**src/design/gdnw_pkg.sv**
```systemverilog
// shared types, constants and tables for the gregorian day number core
// no dependencies; imported by every module of the core
package gdnw_pkg;

    localparam int YEAR_W  = 14;
    localparam int MONTH_W = 4;
    localparam int DAY_W   = 5;
    localparam int DNUM_W  = 22;
    localparam int DOY_W   = 9;
    localparam int WD_W    = 3;
    localparam int WEEK_W  = 6;
    localparam int Q100_W  = 8;
    localparam int Q7_W    = 19;
    localparam int WSUM_W  = 9;

    localparam logic [YEAR_W-1:0]  YEAR_MIN   = 14'd1601;
    localparam logic [YEAR_W-1:0]  LAST_YEAR  = 14'd9999;
    localparam logic [MONTH_W-1:0] MONTH_JAN  = 4'd1;
    localparam logic [MONTH_W-1:0] MONTH_FEB  = 4'd2;
    localparam logic [MONTH_W-1:0] MONTH_DEC  = 4'd12;

    // floor(x / 100) = (x * RECIP100) >> SH100 for x < 2**14
    localparam logic [12:0] RECIP100 = 13'd5243;
    localparam int          SH100    = 19;
    // floor(x / 7) = (x * RECIP7) >> SH7 for x < 2**22
    localparam logic [22:0] RECIP7   = 23'd4793491;
    localparam int          SH7      = 25;
    // floor(x / 7) = (x * RECIP7S) >> SH7S for x < 2**9
    localparam logic [10:0] RECIP7S  = 11'd1171;
    localparam int          SH7S     = 13;

    localparam logic [8:0] DAYS_YEAR = 9'd365;

    typedef struct packed {
        logic [YEAR_W-1:0]  year;
        logic [MONTH_W-1:0] month;
        logic [DAY_W-1:0]   day_of_month;
    } ymd_t;

    typedef struct packed {
        logic               year_ok;
        logic               month_ok;
        logic               leap;
        logic [DNUM_W-1:0]  base;
        logic [DOY_W-1:0]   mstart;
        logic [DAY_W-1:0]   mlen;
        logic [MONTH_W-1:0] month;
        logic [DAY_W-1:0]   day_of_month;
    } yr_t;

    typedef struct packed {
        logic              ok;
        logic              leap;
        logic [DOY_W-1:0]  doy;
        logic [DNUM_W-1:0] num;
        logic [DNUM_W-1:0] num1;
        logic [DNUM_W-1:0] base1;
        logic [Q7_W-1:0]   q_num;
        logic [Q7_W-1:0]   q_base;
    } dn_t;

    typedef struct packed {
        logic              valid_res;
        logic [WEEK_W-1:0] week_number;
        logic              is_leap;
        logic [DOY_W-1:0]  day_of_year;
        logic [WD_W-1:0]   weekday;
        logic [DNUM_W-1:0] day_number;
    } res_t;

    function automatic logic [DOY_W-1:0] month_start(input logic [MONTH_W-1:0] m);
        logic [DOY_W-1:0] r;
        unique case (m)
            4'd1:    r = 9'd0;
            4'd2:    r = 9'd31;
            4'd3:    r = 9'd59;
            4'd4:    r = 9'd90;
            4'd5:    r = 9'd120;
            4'd6:    r = 9'd151;
            4'd7:    r = 9'd181;
            4'd8:    r = 9'd212;
            4'd9:    r = 9'd243;
            4'd10:   r = 9'd273;
            4'd11:   r = 9'd304;
            4'd12:   r = 9'd334;
            default: r = 9'd0;
        endcase
        return r;
    endfunction

    function automatic logic [DAY_W-1:0] month_len(input logic [MONTH_W-1:0] m);
        logic [DAY_W-1:0] r;
        unique case (m)
            4'd2:                                  r = 5'd28;
            4'd4, 4'd6, 4'd9, 4'd11:               r = 5'd30;
            4'd1, 4'd3, 4'd5, 4'd7, 4'd8, 4'd10,
            4'd12:                                 r = 5'd31;
            default:                               r = 5'd0;
        endcase
        return r;
    endfunction

    // week offset by weekday of january 1, held as delta + 3
    function automatic logic [2:0] jan1_bias(input logic [WD_W-1:0] wd);
        logic [2:0] r;
        unique case (wd)
            3'd0:    r = 3'd2;
            3'd1:    r = 3'd3;
            3'd2:    r = 3'd4;
            3'd3:    r = 3'd5;
            3'd4:    r = 3'd6;
            3'd5:    r = 3'd0;
            3'd6:    r = 3'd1;
            default: r = 3'd0;
        endcase
        return r;
    endfunction

endpackage

```
**src/design/gdnw_year.sv**
```systemverilog
// year stages: range checks, month tables, divisions by 100, leap flag, start of year
// depends on gdnw_pkg
module gdnw_year (
    input  logic          aclk,
    input  logic          aresetn,
    input  logic          in_valid,
    output logic          in_ready,
    input  gdnw_pkg::ymd_t in_word,
    output logic          out_valid,
    input  logic          out_ready,
    output gdnw_pkg::yr_t  out_word
);
    import gdnw_pkg::*;

    logic [2:0] vld_reg;
    logic [2:0] vld_next;
    logic [3:0] rdy;

    // stage 0
    logic [YEAR_W-1:0]  s0_y_reg, s0_yy_reg;
    logic [MONTH_W-1:0] s0_m_reg;
    logic [DAY_W-1:0]   s0_d_reg;
    logic               s0_yok_reg, s0_mok_reg;
    logic [DOY_W-1:0]   s0_mstart_reg;
    logic [DAY_W-1:0]   s0_mlen_reg;
    // stage 1
    logic [YEAR_W-1:0]  s1_y_reg, s1_yy_reg;
    logic [Q100_W-1:0]  s1_qy_reg, s1_qyy_reg;
    logic [MONTH_W-1:0] s1_m_reg;
    logic [DAY_W-1:0]   s1_d_reg;
    logic               s1_yok_reg, s1_mok_reg;
    logic [DOY_W-1:0]   s1_mstart_reg;
    logic [DAY_W-1:0]   s1_mlen_reg;
    // stage 2
    yr_t                s2_reg;

    logic [26:0]        prod_y, prod_yy;
    logic [YEAR_W-1:0]  hundreds_y;
    logic               cent_year;
    logic               leap_next;
    logic [22:0]        base_wide;

    always_comb begin
        rdy[3] = out_ready;
        for (int i = 2; i >= 0; i--) begin
            rdy[i] = !vld_reg[i] || rdy[i+1];
        end
        vld_next = vld_reg;
        if (rdy[0]) vld_next[0] = in_valid;
        if (rdy[1]) vld_next[1] = vld_reg[0];
        if (rdy[2]) vld_next[2] = vld_reg[1];
    end

    assign in_ready  = rdy[0] && aresetn;
    assign out_valid = vld_reg[2];
    assign out_word  = s2_reg;

    always_ff @(posedge aclk) begin
        if (!aresetn) begin
            vld_reg <= '0;
        end else begin
            vld_reg <= vld_next;
        end
    end

    always_ff @(posedge aclk) begin
        if (rdy[0]) begin
            s0_y_reg      <= in_word.year;
            s0_yy_reg     <= in_word.year - YEAR_MIN;
            s0_m_reg      <= in_word.month;
            s0_d_reg      <= in_word.day_of_month;
            s0_yok_reg    <= (in_word.year >= YEAR_MIN) && (in_word.year <= LAST_YEAR);
            s0_mok_reg    <= (in_word.month >= MONTH_JAN) && (in_word.month <= MONTH_DEC);
            s0_mstart_reg <= month_start(in_word.month);
            s0_mlen_reg   <= month_len(in_word.month);
        end
    end

    assign prod_y  = 27'(s0_y_reg) * 27'(RECIP100);
    assign prod_yy = 27'(s0_yy_reg) * 27'(RECIP100);

    always_ff @(posedge aclk) begin
        if (rdy[1]) begin
            s1_y_reg      <= s0_y_reg;
            s1_yy_reg     <= s0_yy_reg;
            s1_qy_reg     <= prod_y[SH100 +: Q100_W];
            s1_qyy_reg    <= prod_yy[SH100 +: Q100_W];
            s1_m_reg      <= s0_m_reg;
            s1_d_reg      <= s0_d_reg;
            s1_yok_reg    <= s0_yok_reg;
            s1_mok_reg    <= s0_mok_reg;
            s1_mstart_reg <= s0_mstart_reg;
            s1_mlen_reg   <= s0_mlen_reg;
        end
    end

    always_comb begin
        hundreds_y = YEAR_W'(14'(s1_qy_reg) * 14'd100);
        cent_year  = (hundreds_y == s1_y_reg);
        leap_next  = (s1_y_reg[1:0] == 2'b00) && (!cent_year || (s1_qy_reg[1:0] == 2'b00));
        base_wide  = 23'(s1_yy_reg) * 23'(DAYS_YEAR)
                   + 23'(s1_yy_reg >> 2)
                   - 23'(s1_qyy_reg)
                   + 23'(s1_qyy_reg >> 2);
    end

    always_ff @(posedge aclk) begin
        if (rdy[2]) begin
            s2_reg.year_ok      <= s1_yok_reg;
            s2_reg.month_ok     <= s1_mok_reg;
            s2_reg.leap         <= leap_next;
            s2_reg.base         <= base_wide[DNUM_W-1:0];
            s2_reg.mstart       <= s1_mstart_reg;
            s2_reg.mlen         <= s1_mlen_reg;
            s2_reg.month        <= s1_m_reg;
            s2_reg.day_of_month <= s1_d_reg;
        end
    end

endmodule

```
**src/design/gdnw_day.sv**
```systemverilog
// day stages: date check, day of year, day number, quotients by seven
// depends on gdnw_pkg
module gdnw_day (
    input  logic          aclk,
    input  logic          aresetn,
    input  logic          in_valid,
    output logic          in_ready,
    input  gdnw_pkg::yr_t  in_word,
    output logic          out_valid,
    input  logic          out_ready,
    output gdnw_pkg::dn_t  out_word
);
    import gdnw_pkg::*;

    logic [1:0] vld_reg;
    logic [1:0] vld_next;
    logic [2:0] rdy;

    dn_t s0_reg;
    dn_t s1_reg;
    dn_t s1_next;

    logic [DAY_W-1:0]  len;
    logic              ok_next;
    logic [DOY_W-1:0]  doy_next;
    logic [DNUM_W-1:0] num_next;
    logic [44:0]       prod_num, prod_base;

    always_comb begin
        rdy[2] = out_ready;
        rdy[1] = !vld_reg[1] || rdy[2];
        rdy[0] = !vld_reg[0] || rdy[1];
        vld_next = vld_reg;
        if (rdy[0]) vld_next[0] = in_valid;
        if (rdy[1]) vld_next[1] = vld_reg[0];
    end

    assign in_ready  = rdy[0];
    assign out_valid = vld_reg[1];
    assign out_word  = s1_reg;

    always_ff @(posedge aclk) begin
        if (!aresetn) begin
            vld_reg <= '0;
        end else begin
            vld_reg <= vld_next;
        end
    end

    always_comb begin
        len      = in_word.mlen + DAY_W'((in_word.month == MONTH_FEB) && in_word.leap);
        ok_next  = in_word.year_ok && in_word.month_ok && (in_word.day_of_month != '0)
                   && (in_word.day_of_month <= len);
        doy_next = in_word.mstart + DOY_W'(in_word.day_of_month)
                 + DOY_W'((in_word.month > MONTH_FEB) && in_word.leap);
        num_next = in_word.base + DNUM_W'(doy_next) - 22'd1;
    end

    always_ff @(posedge aclk) begin
        if (rdy[0]) begin
            s0_reg.ok     <= ok_next;
            s0_reg.leap   <= in_word.leap;
            s0_reg.doy    <= doy_next;
            s0_reg.num    <= num_next;
            s0_reg.num1   <= in_word.base + DNUM_W'(doy_next);
            s0_reg.base1  <= in_word.base + 22'd1;
            s0_reg.q_num  <= '0;
            s0_reg.q_base <= '0;
        end
    end

    assign prod_num  = 45'(s0_reg.num1) * 45'(RECIP7);
    assign prod_base = 45'(s0_reg.base1) * 45'(RECIP7);

    always_comb begin
        s1_next        = s0_reg;
        s1_next.q_num  = prod_num[SH7 +: Q7_W];
        s1_next.q_base = prod_base[SH7 +: Q7_W];
    end

    always_ff @(posedge aclk) begin
        if (rdy[1]) begin
            s1_reg <= s1_next;
        end
    end

endmodule

```
**src/design/gdnw_week.sv**
```systemverilog
// week stages: weekday remainders, week sum and division by seven, result word
// depends on gdnw_pkg
module gdnw_week (
    input  logic           aclk,
    input  logic           aresetn,
    input  logic           in_valid,
    output logic           in_ready,
    input  gdnw_pkg::dn_t   in_word,
    output logic           out_valid,
    input  logic           out_ready,
    output gdnw_pkg::res_t  out_word
);
    import gdnw_pkg::*;

    logic [1:0] vld_reg;
    logic [1:0] vld_next;
    logic [2:0] rdy;

    logic              s0_ok_reg, s0_leap_reg;
    logic [DOY_W-1:0]  s0_doy_reg;
    logic [DNUM_W-1:0] s0_num_reg;
    logic [WD_W-1:0]   s0_wd_reg;
    logic [WSUM_W-1:0] s0_wsum_reg;
    res_t              s1_reg;

    logic [DNUM_W-1:0] rem_num, rem_base;
    logic [WD_W-1:0]   jan1;
    logic [19:0]       prod_week;

    always_comb begin
        rdy[2] = out_ready;
        rdy[1] = !vld_reg[1] || rdy[2];
        rdy[0] = !vld_reg[0] || rdy[1];
        vld_next = vld_reg;
        if (rdy[0]) vld_next[0] = in_valid;
        if (rdy[1]) vld_next[1] = vld_reg[0];
    end

    assign in_ready  = rdy[0];
    assign out_valid = vld_reg[1];
    assign out_word  = s1_reg;

    always_ff @(posedge aclk) begin
        if (!aresetn) begin
            vld_reg <= '0;
        end else begin
            vld_reg <= vld_next;
        end
    end

    always_comb begin
        rem_num  = in_word.num1 - DNUM_W'(22'(in_word.q_num) * 22'd7);
        rem_base = in_word.base1 - DNUM_W'(22'(in_word.q_base) * 22'd7);
        jan1     = rem_base[WD_W-1:0];
    end

    always_ff @(posedge aclk) begin
        if (rdy[0]) begin
            s0_ok_reg   <= in_word.ok;
            s0_leap_reg <= in_word.leap;
            s0_doy_reg  <= in_word.doy;
            s0_num_reg  <= in_word.num;
            s0_wd_reg   <= rem_num[WD_W-1:0];
            s0_wsum_reg <= WSUM_W'(in_word.doy) + WSUM_W'(jan1_bias(jan1)) + 9'd3;
        end
    end

    assign prod_week = 20'(s0_wsum_reg) * 20'(RECIP7S);

    always_ff @(posedge aclk) begin
        if (rdy[1]) begin
            s1_reg.valid_res   <= s0_ok_reg;
            s1_reg.day_number  <= s0_ok_reg ? s0_num_reg : '0;
            s1_reg.weekday     <= s0_ok_reg ? s0_wd_reg : '0;
            s1_reg.day_of_year <= s0_ok_reg ? s0_doy_reg : '0;
            s1_reg.is_leap     <= s0_ok_reg && s0_leap_reg;
            s1_reg.week_number <= s0_ok_reg ? prod_week[SH7S +: WEEK_W] : '0;
        end
    end

endmodule

```
**src/design/gregorian_day_number_weekday_week_core.sv**
```systemverilog
// top level of the gregorian day number, weekday and week core
// depends on gdnw_pkg, gdnw_year, gdnw_day and gdnw_week
//
// usage
// - input stream s_axis_*: one date word per handshake (year, month, day of month)
// - output stream m_axis_*: one result word per date; tuser is 1 for a valid date,
//   and an invalid date gives a word of all zeros
// - one word per cycle sustained while the receiver keeps tready high; the seven
//   register stages hold year range and month tables, the divisions by 100, leap
//   flag and start of year, date check and day number, the divisions by seven,
//   weekday remainders, then the week division and result
// - every stage has its own valid bit and stall control, so a stalled receiver
//   holds the output word steady while earlier stages keep filling empty slots;
//   input is refused only once all seven stages hold words, or while aresetn is low
// - reset clears every valid bit; the core takes a word in the cycle after reset
module gregorian_day_number_weekday_week_core (
    input  logic        aclk,
    input  logic        aresetn,
    input  logic        s_axis_tvalid,
    output logic        s_axis_tready,
    input  logic [23:0] s_axis_tdata,   // year[13:0], month[17:14], day_of_month[22:18]
    output logic        m_axis_tvalid,
    input  logic        m_axis_tready,
    output logic [47:0] m_axis_tdata,   // day_number[21:0], weekday[24:22],
                                        // day_of_year[33:25], is_leap[34], week_number[40:35]
    output logic        m_axis_tuser    // valid_res
);
    import gdnw_pkg::*;

    ymd_t in_word;
    yr_t  yr_word;
    dn_t  dn_word;
    res_t res_word;

    logic yr_valid, yr_ready;
    logic dn_valid, dn_ready;

    assign in_word.year         = s_axis_tdata[13:0];
    assign in_word.month        = s_axis_tdata[17:14];
    assign in_word.day_of_month = s_axis_tdata[22:18];

    gdnw_year u_year (
        .aclk      (aclk),
        .aresetn   (aresetn),
        .in_valid  (s_axis_tvalid),
        .in_ready  (s_axis_tready),
        .in_word   (in_word),
        .out_valid (yr_valid),
        .out_ready (yr_ready),
        .out_word  (yr_word)
    );

    gdnw_day u_day (
        .aclk      (aclk),
        .aresetn   (aresetn),
        .in_valid  (yr_valid),
        .in_ready  (yr_ready),
        .in_word   (yr_word),
        .out_valid (dn_valid),
        .out_ready (dn_ready),
        .out_word  (dn_word)
    );

    gdnw_week u_week (
        .aclk      (aclk),
        .aresetn   (aresetn),
        .in_valid  (dn_valid),
        .in_ready  (dn_ready),
        .in_word   (dn_word),
        .out_valid (m_axis_tvalid),
        .out_ready (m_axis_tready),
        .out_word  (res_word)
    );

    assign m_axis_tdata = {7'd0, res_word.week_number, res_word.is_leap,
                           res_word.day_of_year, res_word.weekday, res_word.day_number};
    assign m_axis_tuser = res_word.valid_res;

    // a full pipeline only arises behind a stalled output word
    a_full_only_on_stall: assert property (@(posedge aclk) disable iff (!aresetn)
        !s_axis_tready |-> (m_axis_tvalid && !m_axis_tready))
        else $error("input refused without output stall");

    a_invalid_zero: assert property (@(posedge aclk) disable iff (!aresetn)
        (m_axis_tvalid && !m_axis_tuser) |-> (m_axis_tdata == '0))
        else $error("invalid date gave non-zero word");

    a_valid_ranges: assert property (@(posedge aclk) disable iff (!aresetn)
        (m_axis_tvalid && m_axis_tuser) |->
        ((m_axis_tdata[24:22] != 3'd7) && (m_axis_tdata[33:25] != 9'd0)
         && (m_axis_tdata[40:35] <= 6'd53)))
        else $error("valid result out of range");

    a_day366_leap: assert property (@(posedge aclk) disable iff (!aresetn)
        (m_axis_tvalid && m_axis_tuser && (m_axis_tdata[33:25] == 9'd366))
        |-> m_axis_tdata[34])
        else $error("day 366 in a common year");

endmodule

```
**config.mk**
```make
export PLATFORM = sky130hd
export DESIGN_NAME = gregorian_day_number_weekday_week_core
export DESIGN_NICKNAME = d
export VERILOG_FILES = /design/src/design/gdnw_pkg.sv /design/src/design/gdnw_year.sv /design/src/design/gdnw_day.sv /design/src/design/gdnw_week.sv /design/src/design/gregorian_day_number_weekday_week_core.sv
export SDC_FILE = /design/constraint.sdc
export NUM_CORES = 2
export LEC_CHECK = 0
export BUFFER_PORTS_ARGS = -buffer_cell sky130_fd_sc_hd__buf_4
export CORE_MARGIN = 1.5
export CORE_UTILIZATION = 38
export CTS_CLUSTER_SIZE = 12
export DETAILED_ROUTE_END_ITERATION = 6
export SYNTH_ARGS = -nofsm -noshare
export SYNTH_HDL_FRONTEND = slang
export SYNTH_SLANG_ARGS = --single-unit
```
**constraint.sdc**
```tcl
create_clock -name aclk -period 13.4 [get_ports aclk]
set_clock_uncertainty 0.1 [all_clocks]
set_input_delay 1.34 -clock aclk [delete_from_list [all_inputs] [get_ports aclk]]
set_output_delay 1.34 -clock aclk [all_outputs]
set_load 0.05 [all_outputs]
```
Word level (Yosys, flattened, before mapping)
Memory sizes are Yosys's and may differ from the RTL's. A register that Yosys moved wholly into a read port is not among the register bits.
Cells that the tools add are included.
- shift operators: 0
- multipliers: 9
- multiplexer cells: 2
- reductions and logical operators: 30
- div/mod/pow operators: 0
- $add $sub $neg: 14
- order comparisons: 6
- bitwise gates (word level): 0
- eq/ne operators: 7
- operators by type and width (cell ; count):
    multiplier 22 x 23 -> 44 bit (second input constant) ; 2
    multiplier 14 x 13 -> 27 bit (second input constant) ; 2
    multiplier 19 x 3 -> 3 bit (second input constant) ; 2
    adder 22 x 1 -> 22 bit (second input constant) ; 1
    adder 22 x 12 -> 22 bit ; 1
    adder 22 x 6 -> 22 bit ; 1
    adder 22 x 9 -> 22 bit ; 1
    multiplier 14 x 9 -> 22 bit (second input constant) ; 1
    subtractor 22 x 1 -> 22 bit (second input constant) ; 1
    subtractor 22 x 8 -> 22 bit ; 1
    multiplier 9 x 11 -> 19 bit (second input constant) ; 1
    one-hot mux 3 bit (6 select lines) ; 1
    equality test 14 bit ; 1
    >= comparator 14 x 11 -> 1 bit (second input constant) ; 1
    less-or-equal comparator 14 bit (second input constant) ; 1
    subtractor 14 x 11 -> 14 bit (second input constant) ; 1
    multiplier 8 x 5 -> 12 bit (second input constant) ; 1
    logical AND 1 bit ; 10
    adder 9 x 1 -> 9 bit ; 1
    adder 9 x 2 -> 9 bit (second input constant) ; 1
    adder 9 x 3 -> 9 bit ; 1
    adder 9 x 5 -> 9 bit ; 1
    zero test 1 bit ; 8
    logical OR 1 bit ; 8
    other kinds (14) ; 18
- latch bits: 0
- word-level logic and storage cells: 127
- bits in read-only memories: 224
- bits in registers: 404
- memories: 2
- output and inout port bits: 51
- memory bits (writable): 0
- input port bits: 28
- memories (memory ; words ; bits a word ; rd ports ; clocked after Yosys merged registers in ; write ports ; line ; source):
    (no name shown) ; 16 ; 9 ; 1 ; 1 ; 0 ; gdnw_pkg.sv:73 ; unique case (m)
    (no name shown) ; 16 ; 5 ; 1 ; 1 ; 0 ; gdnw_pkg.sv:93 ; unique case (m)

Longest topological paths before layout
- depth after elaboration: 9
- depth in mapped cells: 22
- gate-level depth less buffers: 22

By module
Synthesis repeated with hierarchy kept, for this count alone.
- cell total of the unflattened synthesis: 3478
- area total of the unflattened synthesis: 41023.1 µm²
- by module, submodules not included (module ; sequential area each (µm²) ; area each (µm²) ; cells an instance ; times used):
    gdnw_day ; 5805.6 ; 19660.1 ; 1729 ; 1
    gdnw_year ; 4984.8 ; 16590.9 ; 1389 ; 1
    gdnw_week ; 2652.5 ; 4715.8 ; 352 ; 1
    gregorian_day_number_weekday_week_core ; 0.0 ; 56.3 ; 8 ; 1

Worst setup path before layout
OpenSTA, ideal clock, no wires.
- path type: register -> register
- from: register u_day.s0_reg[57] (netlist bit)
- to: register u_day.s1_reg, in the netlist u_day.out_word[2] (data pin)
- setup slack: 8177 ps
- cell stages (with the launch flop): 18
- required time: 13029 ps
- period minus slack after synthesis: 5223 ps
- data arrival time: 4852 ps
- path buffers: 0
- setup time: 271 ps
- cells stage by stage: edfxtp_1 ha_1 ha_1 inv_1 fa_1 fa_1 fa_1 inv_1 fa_1 fa_1 ha_1 a211oi_1 nand2_1 a31oi_1 o211ai_1 and3b_1 a2111oi_0 xnor2_1
- cells in the longest elaborated chain, start to end: 1
- RTL lines (element ; line ; source):
    from (decl) ; gdnw_day.sv:19 ; dn_t s0_reg;
    multiplier 22 x 23 -> 44 bit ; gdnw_day.sv:73 ; assign prod_base = 45'(s0_reg.base1) * 45'(RECIP7);
    net u_day.prod_base[27] ; gdnw_day.sv:27 ; logic [44:0] prod_num, prod_base;
    to (signal assigned) ; gdnw_day.sv:83 ; s1_reg <= s1_next;
    to (decl) ; gdnw_day.sv:20 ; dn_t s1_reg;
The timed path passes the listed nets, and every way through them passes these cells.
A chain may end at the register's enable or synchronous reset.

Worst setup path after layout
- from: register u_year.s0_y_reg[10]
- to: register u_year.s1_qy_reg[5] (data pin)
- cells in the longest elaborated chain, start to end: 1
- RTL lines (element ; line ; source):
    from (decl) ; gdnw_year.sv:20 ; logic [YEAR_W-1:0] s0_y_reg, s0_yy_reg;
    from (signal assigned) ; gdnw_year.sv:68 ; s0_y_reg <= in_word.year;
    multiplier 14 x 13 -> 27 bit ; gdnw_year.sv:79 ; assign prod_y = 27'(s0_y_reg) * 27'(RECIP100);
    net u_year.prod_y[24] ; gdnw_year.sv:37 ; logic [26:0] prod_y, prod_yy;
    to (signal assigned) ; gdnw_year.sv:86 ; s1_qy_reg <= prod_y[SH100 +: Q100_W];
    to (decl) ; gdnw_year.sv:28 ; logic [Q100_W-1:0] s1_qy_reg, s1_qyy_reg;
The timed path passes the listed nets, and every way through them passes these cells.

==> impl_metrics.env <==
export IMPL_die_h_um=306.2
export IMPL_placementRows=111
export IMPL_tns_ns=0
export IMPL_layout_min_cycle_time_ns=6.026
export IMPL_num_antenna_cells=0
export IMPL_post_cts_setup_buffer_count=0
export IMPL_layout_common_cells="inv_1 (754), ha_1 (623), fa_1 (380)"
export IMPL_ys_top_cells_by_area="edfxtp_1 (32%), ha_1 (22%), fa_1 (22%), inv_1 (8.1%), xnor2_1 (2.9%)"
export IMPL_clk_latency_ns=0.57
export IMPL_critical_path_startpoint_type="flop"
export IMPL_dieArea_mm2=0.09378
export IMPL_critPathArrivalTime_ns=6.23
export IMPL_cts_buffers=41
export IMPL_wl_per_cell_um=14.46
export IMPL_antenna_found_initial=0
export IMPL_yosysSeqAreaShare_pct=32.46
export IMPL_maxCapViolations=0
export IMPL_finalHoldViolCount=0
export IMPL_crit_required_ns=13.60
export IMPL_multi_input_area_mm2=0.02067
export IMPL_yosys_warnings=0
export IMPL_slowest_stage="a211oi_1"
export IMPL_setup_viol=0
export IMPL_overflow=0
export IMPL_port_buffers=70
export IMPL_place_congestion=0.8235
export IMPL_cts_resized=0
export IMPL_yosysTopAreaCell="edfxtp_1"
export IMPL_worstReg2RegStart="u_year.s0_y_reg[10]$_DFFE_PN_"
export IMPL_cts_hold_buf=0
export IMPL_cpPeakStageDelay_ns=0.65
export IMPL_relSlewSlack_pct=22.94
export IMPL_fill_cells=8708
export IMPL_crit_path_max_fanout=7
export IMPL_final_max_slew_viol_count=0
export IMPL_grt_max_degree=78
export IMPL_dieWidth_um=306.2
export IMPL_min_to="u_year.out_word[15]$_DFFE_PP_"
export IMPL_detail_route_antenna_nets=0
export IMPL_worst_pin_slew_ns=1.156
export IMPL_cts_tree="yes"
export IMPL_holdCritStartpoint="u_year.s1_mstart_reg[1]$_DFFE_PP_"
export IMPL_ys_ff_latch=380
export IMPL_area_sequential_mm2=0.01134
export IMPL_clk_pin_slew_ns=0.06
export IMPL_r2r_cells=18
export IMPL_end_kind="flop"
export IMPL_firstDrtPassIters=4
export IMPL_clockRootBuffer="clkbuf_16"
export IMPL_layout_commonest_cell="inv_1"
export IMPL_grt_usage_pct=13.77
export IMPL_fin_crit_sh_pct=44.97
export IMPL_syn_area_per_cell_um2=11.78
export IMPL_max_freq_mhz=165.9
export IMPL_crit_chain="ha_1 -> inv_1 -> fa_1 -> inv_1 -> fa_1 -> inv_1 -> fa_1 -> fa_1 -> inv_1 -> ha_1 -> a21oi_1 -> nor2b_1 -> o21ai_0 -> nand3_1 -> a211oi_1 -> a21oi_1 -> o41ai_1 -> xnor2_1"
export IMPL_clk_path_buf_depth=3
export IMPL_dr_total_vias=19530
export IMPL_yosys_area_top_type_share_pct=32.06
export IMPL_synth_cell_types=68
export IMPL_remaining_drc_errors=0
export IMPL_synth_flop_cell="edfxtp_1"
export IMPL_r2r_setup_slack_ns=7.37
export IMPL_core_region_area_mm2=0.09139
export IMPL_synthArstFlopShare_pct=0
export IMPL_grt_pass1_wl_um=104500
export IMPL_largest_register_ffs=77
export IMPL_mappedNetlistArea_mm2=0.03494
export IMPL_totalWireLength_um=61980
export IMPL_synth_edff_count=373
export IMPL_area_delta_synth_final_pct=9.213
export IMPL_crit_type="reg -> reg"
export IMPL_worstReg2RegEnd="u_year.s1_qy_reg[5]$_DFFE_PP_"
export IMPL_fin_nets=4099
export IMPL_syn_inst=2966
export IMPL_grt_setup_unrepaired="no"
export IMPL_clock_sinks=380
export IMPL_via_per_inst=4.558
export IMPL_hp_class="reg -> reg"
export IMPL_status="completed"
export IMPL_hold_depth=0
export IMPL_drtIter0Drc=737
export IMPL_drive_gt1_share_pct=5.195
export IMPL_initial_core_util_pct=38.24
export IMPL_htree_num_levels=2
export IMPL_io_pins=79
export IMPL_grt_pass1_vias=20140
export IMPL_dp_hpwl_um=51430
==> metrics by stage <==
step                area (µm²)  utilization, %  hold slack (ns)  setup slack (ns)  instances
floorplan                34960               -           0.3003             8.177       2972
global placement         36910           40.39           0.3008             7.276       4211
detailed placement       36910           40.39           0.3045             7.339       4211
CTS                      38160           41.76           0.2799             7.300       4285
global route             38160           41.76           0.2786             6.931       4285
finish                   38160           41.76           0.2903             7.374       4285
==> how the worst max path moves through the flow <==
stage                                         end                           from
global route        u_year.s1_qy_reg[5]$_DFFE_PP_  u_year.s0_y_reg[10]$_DFFE_PN_
floorplan             u_day.out_word[2]$_DFFE_PP_     u_day.s0_reg[57]$_DFFE_PP_
global placement      u_day.out_word[2]$_DFFE_PP_     u_day.s0_reg[57]$_DFFE_PP_
CTS                 u_year.s1_qy_reg[5]$_DFFE_PP_  u_year.s0_y_reg[10]$_DFFE_PN_
finish              u_year.s1_qy_reg[5]$_DFFE_PP_  u_year.s0_y_reg[10]$_DFFE_PN_
detailed placement    u_day.out_word[2]$_DFFE_PP_     u_day.s0_reg[57]$_DFFE_PP_
==> layer usage <==
metal | global-route usage (%) | vias to the layer above | share of wire (%)
li1 | - | 9913 | -
met2 | 23.36 | 170 | 48
met1 | 19.19 | 9392 | 48
met4 | 2.533 | 0 | 1.5
met3 | 1.452 | 58 | 2.1
met5 | 0 | - | 0
==> synth_stat cells (5+ instances only) <==
| cell type | n |
|---|---|
| a2111oi_0 | 7 |
| a211oi_1 | 14 |
| a21o_1 | 33 |
| a21oi_1 | 81 |
| a31oi_1 | 13 |
| and2_1 | 49 |
| and3_1 | 17 |
| buf_4 | 7 |
| clkbuf_1 | 15 |
| dfxtp_1 | 7 |
| edfxtp_1 | 373 |
| fa_1 | 380 |
| ha_1 | 623 |
| inv_1 | 757 |
| mux2i_1 | 5 |
| nand2_1 | 80 |
| nand2b_1 | 7 |
| nand3_1 | 34 |
| nand3b_1 | 5 |
| nand4_1 | 19 |
| nor2_1 | 55 |
| nor2b_1 | 19 |
| nor3_1 | 23 |
| nor4_1 | 10 |
| o2111ai_1 | 8 |
| o21a_1 | 14 |
| o21ai_0 | 44 |
| o21bai_1 | 6 |
| o31ai_1 | 9 |
| or2_2 | 14 |
| or3_1 | 7 |
| xnor2_1 | 114 |
| xor2_1 | 59 |
==> final cells by class <==
| class | instances | area share (%) |
|---|---|---|
| clock buffers | 60 | 3.036 |
| clock inverters | 14 | 0.2525 |
| inverters | 757 | 7.446 |
| multi-input cells | 1812 | 54.16 |
| flip-flops and latches | 380 | 29.72 |
| well taps | 1186 | 3.889 |
| repair buffers | 76 | 1.495 |
==> kinds of logic (layout without fill, tap and decap cells) <==
group	count (synthesis)	in the layout	synth area share, %
multiplexers	7	7	0.2399
flip-flops	380	380	32.46
XOR/XNOR	173	173	4.336
adder cells (fa/ha/maj)	1003	1003	44.08
AND/OR/NAND/NOR	359	359	5.421
other	1	7	0.01073
AO/OA/AOI/OAI	263	263	4.981
buffers and inverters	780	907	8.476
==> critical path, delay by kind of cell, from the launching register on <==
kind	cells	cell delay, ns
adder cells (fa/ha/maj)	6	2.75
XOR/XNOR	1	0.13
AO/OA/AOI/OAI	5	1.74
AND/OR/NAND/NOR	2	0.23
buffers and inverters	4	0.21
flip-flops	1	0.60
Power is left out: the tool's default activity adds up to more than one toggle a clock period on the data nets, which glitch-free logic cannot reach.
